`src/rtl/lpr_pkg.sv`:
```
// shared types for the longest prefix route lookup block
package lpr_pkg;

  // input word: one route write or one address lookup
  typedef struct packed {
    logic        cmd;
    logic [3:0]  slot;
    logic        slot_valid;
    logic [31:0] route_dest;
    logic [31:0] route_mask;
    logic [31:0] route_gateway;
    logic [2:0]  route_port;
    logic [31:0] lookup_addr;
  } in_word_t;

  // result word
  typedef struct packed {
    logic        hit;
    logic        write_done;
    logic [3:0]  best_slot;
    logic [2:0]  out_port;
    logic [31:0] next_hop;
  } out_word_t;

  // one stored route
  typedef struct packed {
    logic [31:0] dest;
    logic [31:0] mask;
    logic [31:0] gateway;
    logic [2:0]  port;
  } route_t;

  // command code of the input word
  localparam logic CMD_LOOKUP = 1'b0;
  localparam logic CMD_WRITE  = 1'b1;

  // controller to datapath commands
  typedef struct packed {
    logic load;      // take the input word, write the table on a write command
    logic rd;        // read the current scan slot and step the scan counter
    logic out_load;  // form the result word
  } ctl_t;

  // datapath to controller status
  typedef struct packed {
    logic scan_last;  // scan counter sits on the last slot
  } sts_t;

endpackage

```
`src/rtl/longest_prefix_route_lookup.sv`:
```
// longest prefix match ipv4 route table, top level
// a lookup scans one slot per cycle from the table memory read port, then passes the
// compare and result states to a registered strobe; no new word is taken until idle
// a route write is stored at accept, then strobed after the result state
// results show for one cycle on out_valid and the receiver cannot stall
// synchronous active-low reset clears the valid bits and control; table data is unreset
module longest_prefix_route_lookup #(
  parameter int ENTRIES = 16
) (
  input  logic               clk,
  input  logic               rst_n,
  input  logic               start,
  output logic               busy,
  input  lpr_pkg::in_word_t  in_word,
  output logic               out_valid,
  output lpr_pkg::out_word_t out_word
);

  lpr_pkg::ctl_t ctl;
  lpr_pkg::sts_t sts;

  // sequencer
  lpr_ctrl u_ctrl (
    .clk       (clk),
    .rst_n     (rst_n),
    .start     (start),
    .in_cmd    (in_word.cmd),
    .sts       (sts),
    .ctl       (ctl),
    .busy      (busy),
    .out_valid (out_valid)
  );

  // table and match logic
  lpr_datapath #(
    .ENTRIES (ENTRIES)
  ) u_datapath (
    .clk      (clk),
    .rst_n    (rst_n),
    .ctl      (ctl),
    .in_word  (in_word),
    .sts      (sts),
    .out_word (out_word)
  );

endmodule

```
`src/rtl/lpr_ctrl.sv`:
```
// controller state machine: accept, table scan and result strobe
module lpr_ctrl (
  input  logic          clk,
  input  logic          rst_n,
  input  logic          start,
  input  logic          in_cmd,
  input  lpr_pkg::sts_t sts,
  output lpr_pkg::ctl_t ctl,
  output logic          busy,
  output logic          out_valid
);

  typedef enum logic [1:0] {
    S_IDLE,
    S_SCAN,
    S_CMP,
    S_RESULT
  } state_t;

  state_t state_r, state_nxt;
  logic   out_valid_r, out_valid_nxt;

  // commands follow the state
  always_comb begin
    ctl          = '0;
    ctl.load     = (state_r == S_IDLE) && start;
    ctl.rd       = (state_r == S_SCAN);
    ctl.out_load = (state_r == S_RESULT);
  end

  // next state
  always_comb begin
    state_nxt     = state_r;
    out_valid_nxt = 1'b0;
    case (state_r)
      S_IDLE: begin
        if (start) begin
          state_nxt = (in_cmd == lpr_pkg::CMD_WRITE) ? S_RESULT : S_SCAN;
        end
      end
      S_SCAN: begin
        if (sts.scan_last) begin
          state_nxt = S_CMP;
        end
      end
      S_CMP: begin
        state_nxt = S_RESULT;
      end
      S_RESULT: begin
        out_valid_nxt = 1'b1;
        state_nxt     = S_IDLE;
      end
      default: begin
        state_nxt = S_IDLE;
      end
    endcase
  end

  // state and strobe registers
  always_ff @(posedge clk) begin
    if (!rst_n) begin
      state_r     <= S_IDLE;
      out_valid_r <= 1'b0;
    end else begin
      state_r     <= state_nxt;
      out_valid_r <= out_valid_nxt;
    end
  end

  assign busy      = (state_r != S_IDLE);
  assign out_valid = out_valid_r;

`ifndef SYNTH
  // a strobe only ever follows the result state
  a_strobe_after_result: assert property (@(posedge clk) disable iff (!rst_n)
    out_valid_r |-> $past(state_r == S_RESULT))
    else $error("result strobe without result state");

  // an accepted lookup starts a scan
  a_lookup_scans: assert property (@(posedge clk) disable iff (!rst_n)
    (ctl.load && (in_cmd == lpr_pkg::CMD_LOOKUP)) |=> (state_r == S_SCAN))
    else $error("lookup did not start a scan");

  // an accepted write is answered without a scan
  a_write_direct: assert property (@(posedge clk) disable iff (!rst_n)
    (ctl.load && (in_cmd == lpr_pkg::CMD_WRITE)) |=> (state_r == S_RESULT))
    else $error("write did not go straight to the result");

  // the scan ends on the last slot
  a_scan_end: assert property (@(posedge clk) disable iff (!rst_n)
    (state_r == S_SCAN && sts.scan_last) |=> (state_r == S_CMP))
    else $error("scan ran past the last slot");
`endif

endmodule

```
`src/rtl/lpr_datapath.sv`:
```
// route table memory, valid bits, scan counter and best-match registers
module lpr_datapath #(
  parameter int ENTRIES = 16
) (
  input  logic              clk,
  input  logic              rst_n,
  input  lpr_pkg::ctl_t     ctl,
  input  lpr_pkg::in_word_t in_word,
  output lpr_pkg::sts_t     sts,
  output lpr_pkg::out_word_t out_word
);

  localparam int IW = (ENTRIES > 1) ? $clog2(ENTRIES) : 1;

  // route table and valid bits
  lpr_pkg::route_t  route_mem [ENTRIES];
  logic [ENTRIES-1:0] valid_r;

  // captured word fields
  logic        cmd_r;
  logic [31:0] addr_r;

  // scan counter and registered read
  logic [IW-1:0]   scan_idx_r;
  lpr_pkg::route_t rd_route_r;
  logic            rd_valid_r;
  logic [IW-1:0]   rd_idx_r;
  logic            cmp_en_r;

  // best match so far
  logic            found_r;
  logic [31:0]     win_mask_r;
  logic [31:0]     best_gw_r;
  logic [2:0]      best_port_r;
  logic [IW-1:0]   best_idx_r;

  lpr_pkg::out_word_t out_word_r, out_word_nxt;

  logic [8:0]    slot_w;
  logic          wr_ok;
  logic [IW-1:0] wr_idx;
  logic          wr_en;
  logic          match;
  logic          better;
  logic [8:0]    best_idx_w;

  // write address check: slots at or past the table depth are dropped
  assign slot_w = {5'b0, in_word.slot};
  assign wr_ok  = (slot_w < 9'(ENTRIES));
  assign wr_idx = slot_w[IW-1:0];
  assign wr_en  = ctl.load && (in_word.cmd == lpr_pkg::CMD_WRITE) && wr_ok;

  // table write
  always_ff @(posedge clk) begin
    if (wr_en) begin
      route_mem[wr_idx] <= '{dest:    in_word.route_dest,
                             mask:    in_word.route_mask,
                             gateway: in_word.route_gateway,
                             port:    in_word.route_port};
    end
  end

  // table read, one slot per cycle
  always_ff @(posedge clk) begin
    if (ctl.rd) begin
      rd_route_r <= route_mem[scan_idx_r];
    end
  end

  // valid bits
  always_ff @(posedge clk) begin
    if (!rst_n) begin
      valid_r <= '0;
    end else if (wr_en) begin
      valid_r[wr_idx] <= in_word.slot_valid;
    end
  end

  // scan counter and compare enable
  always_ff @(posedge clk) begin
    if (!rst_n) begin
      scan_idx_r <= '0;
      cmp_en_r   <= 1'b0;
    end else begin
      cmp_en_r <= ctl.rd;
      if (ctl.load) begin
        scan_idx_r <= '0;
      end else if (ctl.rd) begin
        scan_idx_r <= scan_idx_r + IW'(1);
      end
    end
  end

  assign sts.scan_last = (scan_idx_r == IW'(ENTRIES - 1));

  // slot tag and valid bit travel with the read data
  always_ff @(posedge clk) begin
    if (ctl.rd) begin
      rd_valid_r <= valid_r[scan_idx_r];
      rd_idx_r   <= scan_idx_r;
    end
  end

  // capture the word on accept
  always_ff @(posedge clk) begin
    if (ctl.load) begin
      cmd_r  <= in_word.cmd;
      addr_r <= in_word.lookup_addr;
    end
  end

  // prefix match and priority: numerically greater mask wins, first slot wins a tie
  assign match  = rd_valid_r &&
                  (((addr_r ^ rd_route_r.dest) & rd_route_r.mask) == 32'd0);
  assign better = !found_r || (rd_route_r.mask > win_mask_r);

  always_ff @(posedge clk) begin
    if (!rst_n) begin
      found_r <= 1'b0;
    end else if (ctl.load) begin
      found_r <= 1'b0;
    end else if (cmp_en_r && match && better) begin
      found_r <= 1'b1;
    end
  end

  always_ff @(posedge clk) begin
    if (cmp_en_r && match && better) begin
      win_mask_r  <= rd_route_r.mask;
      best_gw_r   <= rd_route_r.gateway;
      best_port_r <= rd_route_r.port;
      best_idx_r  <= rd_idx_r;
    end
  end

  // result word
  assign best_idx_w = 9'(best_idx_r);

  always_comb begin
    out_word_nxt = '0;
    if (cmd_r == lpr_pkg::CMD_WRITE) begin
      out_word_nxt.write_done = 1'b1;
    end else if (found_r) begin
      out_word_nxt.hit       = 1'b1;
      out_word_nxt.best_slot = best_idx_w[3:0];
      out_word_nxt.out_port  = best_port_r;
      out_word_nxt.next_hop  = (best_gw_r != 32'd0) ? best_gw_r : addr_r;
    end
  end

  always_ff @(posedge clk) begin
    if (ctl.out_load) begin
      out_word_r <= out_word_nxt;
    end
  end

  assign out_word = out_word_r;

endmodule

```
`config.mk`:
```
export PLATFORM = sky130hd
export DESIGN_NAME = longest_prefix_route_lookup
export DESIGN_NICKNAME = d
export VERILOG_FILES = /design/src/rtl/lpr_pkg.sv /design/src/rtl/longest_prefix_route_lookup.sv /design/src/rtl/lpr_ctrl.sv /design/src/rtl/lpr_datapath.sv
export SDC_FILE = /design/constraint.sdc
export NUM_CORES = 2
export LEC_CHECK = 0
export BUFFER_PORTS_ARGS = -buffer_cell sky130_fd_sc_hd__buf_2
export CORE_MARGIN = 1.5
export CORE_UTILIZATION = 60
export CTS_CLUSTER_DIAMETER = 30
export DETAILED_ROUTE_END_ITERATION = 8
export HOLD_SLACK_MARGIN = 0.06
export MAX_ROUTING_LAYER = met4
export PLACE_DENSITY_LB_ADDON = 0.25
export SLEW_MARGIN = 40
export SYNTH_ARGS = -nofsm -noshare
export SYNTH_HDL_FRONTEND = slang
export SYNTH_SLANG_ARGS = --single-unit
export TNS_END_PERCENT = 10
```
`constraint.sdc`:
```
create_clock -name clk -period 28.9 [get_ports clk]
set_clock_uncertainty 0.2 [all_clocks]
set_input_delay 5.78 -clock clk [delete_from_list [all_inputs] [get_ports clk]]
set_output_delay 5.78 -clock clk [all_outputs]
set_load 0.05 [all_outputs]
```
==> summary.md <==
| Metric | Value |
|---|---|
| Tcrit/Tclk final | a little over 30% |
| Achievable Freq | about 0.11 GHz |
| Core Area | 0.1148 mm2 |
| Synth warn | 0 |
| Total of max-cap violations | 0 |
| Synth Flop Type | edfxtp_1 |
| First-pass GRT wire length | ~260000 um |
| GRT Total Usage | between 30% and 40% |
| Met1 GRT Util | between 40% and 50% |
| Leak | between 20 and 30 nW |
| Final HPWL DP | between 80000 and 90000 um |
| Req. time, crit path | about 29000 ps |
| Area Growth Syn to Fin | 19.66% |
| Yosys reg bits | ~1.9k |
| Total grt overflow | 0 |
| Post-CTS resize count | 0 |
| Hold Buf Count CTS | 0 |
| Syn_area_per_cell | 24.66 um2 |
| 1st-pass router iterations | 6 |
| Post-Syn Instances | about 2.8k |
| GRT Max-Usage Layer | met2 |
| CP endpoint kind | flip-flop |
| DRC | 0 |
| # setup viols final | 0 |
| Setup TNS | 0 ps |
| Met2 Track Usage GR | between 40% and 50% |
| Outcome | completed |
| Largest net degree at the start of global routing | between 100 and 150 |
| Antenna violations before repair | 29 |
| Final WL | between 150000 and 200000 um |
| Worst min path class | flip-flop to flip-flop |
| Clk_lat worst skew | approximately 890 ps |
| Post-synth EDFFs | ~1.8k |
| Die Y | roughly 340 um |
| Vias per cell | between 6 and 7 |
| Die width | approximately 340 um |
| Async SR Flop Fraction | 0% |
| Maximum clock insertion buffer count | 4 |
| GPL Wtd Cong | about 0.85 |
| Row count | 124 |
| Fraction of layout cells with a size suffix above 1 | a little under two fifths |
| Vias in the first global route | 35.95k |
| Crit-path max FO | 52 |
| Fin. max-slew vios | 0 |
| Antenna viol nets, final | 0 |
| Worst Hold Margin | 215.7 ps |
| Clock tree sinks | around 1.9k |
| Inserted Clock Buffers | 320 |
| Tmin final | just under 9000 ps |
| TritonCTS clock tree | done |
| Slew HR | between 30% and 40% |
| Vias | roughly 34k |
| Register area share after synthesis | about four fifths |
| Pre-CTS setup slack | 19300 ps |
| Ports | about 180 |
| Die footprint | ~0.12 mm2 |
| Maximum vdd ir drop | ~0.079 mV |
| Setup ws final | roughly 20000 ps |
| Power Total | slightly below 8 mW |
| Post-CTS setup buffers | 0 |
| PortBufs | between 150 and 200 |
| Nets | between 3k and 4k |
| Pwr/cell area | between 90 and 100 mW/mm2 |
| Crit Path Category | primary input to flip-flop |
| Root Buffer | clkbuf_16 |
| H-tree Lvls | 5 |
| DR WL/cell | around 36 um |
| Worst endpoint data arrival time | between 9000 and 10000 ps |
| GR Util met3 | a little under an eighth |
| Initial Util | around three fifths |
| Worst-path clk slew | 70 ps |
| Post-synthesis cell area | about 0.070 mm2 |
| Library cells used by synthesis | 43 |
| DRT iter0 DRCs | a little over 5k |
| RSZ-0062 raised after global routing | false |
| Setup crit start kind | primary input |
| Post-Syn Nets | approximately 3.0k |
| Final Hold Vio Count | 0 |
| Slew @ Worst Pin | 904.1 ps |
## metrics by stage
stage               cell area, um2  cells  util [%]
floorplan                    69840   2832         -
global placement             72460   4460     63.12
detailed placement           72790   4471     63.40
CTS                          83450   5033     72.68
global route                 83550   5055     72.78
finish                       83570   5060     72.79
## layout by cell type (no fill, tap or decap), types with 6 or more instances in the layout
cell type	instances
edfxtp_1	1833
mux4_2	500
clkbuf_16	321
buf_2	182
a21oi_1	53
nor2_1	48
inv_6	47
clkinvlp_4	39
inv_1	38
ha_1	36
clkinv_2	36
bufinv_16	36
xor2_1	34
buf_6	28
clkinv_4	27
diode_2	25
buf_4	25
clkinv_1	21
dfxtp_1	21
nand2_1	20
clkbuf_1	17
nor2_4	13
nand4_1	11
o21ai_1	11
and2_1	10
a22oi_1	10
nor4_1	8
clkinv_8	8
inv_8	7
buf_12	7
o21ai_0	6
mux2i_1	6
## worst max-delay path: stages
cell and delay, ps:
buf_2 110, and2_2 140, buf_4 540, nand4_1 640
nor3_2 490, buf_6 670, buf_4 720, mux2i_1 290
nor2_1 60
## Yosys cell counts, types with 2 or more instances
cell	number	share of area, %
a211oi_1	4	0.043
nand2_1	20	0.11
inv_1	38	0.20
o21ai_0	6	0.043
buf_2	12	0.086
a21o_1	3	0.032
mux2i_1	6	0.086
ha_1	38	0.68
mux4_2	500	16
edfxtp_1	1833	79
xor2_1	34	0.43
a21oi_1	53	0.38
buf_6	43	0.69
nor2_1	61	0.33
nand4_1	11	0.099
nand2b_1	4	0.036
dfxtp_1	25	0.72
and2_1	11	0.099
a22oi_1	10	0.11
clkbuf_1	49	0.26
nor4_1	8	0.072
nor2b_1	2	0.018
nor3_1	7	0.050
nand3_1	5	0.036
o21ai_1	11	0.079
buf_1	18	0.097
a22o_1	2	0.025
a221oi_2	2	0.043
a221o_1	2	0.029
## routing by layer
| layer | part of all wire [%] | wire length [um] |
|---|---|---|
| met1 | 35 | 64340 |
| met5 | 0 | 0 |
| met2 | 49 | 90530 |
| met3 | 13 | 23600 |
| met4 | 2.9 | 5356 |
## final cells by class
cell class | count | area (um2)
inverters | 39 | 146.4
repair buffers | 251 | 1752
well taps | 1512 | 1892
flip-flops and latches | 1858 | 55560
fillers | 5874 | 31240
diodes | 25 | 62.56
multi-input cells | 813 | 13500
clock buffers | 338 | 8097
clock inverters | 224 | 2556
## registers in the layout (all words and copies together) (netlist names)
register,cells
u_datapath.best_port_r,3
u_datapath.scan_idx_r,4
u_datapath.best_idx_r,4
u_datapath.best_gw_r,32
u_datapath.found_r,1
u_datapath.cmp_en_r,1
u_datapath.rd_idx_r,4
u_ctrl.state_r,2
u_datapath.route_mem,1584
u_datapath.valid_r,16
u_datapath.rd_valid_r,1
u_datapath.win_mask_r,32
u_datapath.rd_route_r,99
u_ctrl.out_valid,1
u_datapath.out_word,41
u_datapath.addr_r,32
u_datapath.cmd_r,1
## cells by family after synthesis
group | count (synthesis) | share of synthesized area (%)
mux | 506 | 16.21
xor+xnor | 35 | 0.4390
fa+ha+maj | 38 | 0.6808
flops | 1858 | 79.53
simple gates | 133 | 0.9084
compound gates | 101 | 0.8779
buf+inv | 161 | 1.349
## report_power, final
group,internal (mW),leakage [nW],switching [mW]
registers,3.10,16.8,0.0901
clock network,2.38,5.11,1.37
logic,0.369,4.74,0.455
## path summary, 6_finish.rpt
path	startpoint	slack (ps)	end	depth (start not counted)
worst min register to register	u_datapath.rd_route_r[3]$_DFFE_PP_	220	u_datapath.best_gw_r[0]$_DFFE_PP_	0
worst max-delay path	start	19980	u_datapath.valid_r[3]$_SDFFE_PN0P_	9
worst max register to register	u_ctrl.state_r[0]$_SDFFE_PN0P_	24250	u_datapath.valid_r[3]$_SDFFE_PN0P_	10
worst min-delay path	u_datapath.rd_route_r[3]$_DFFE_PP_	220	u_datapath.best_gw_r[0]$_DFFE_PP_	0
No activity file was read; power rests on OpenSTA's default activity.
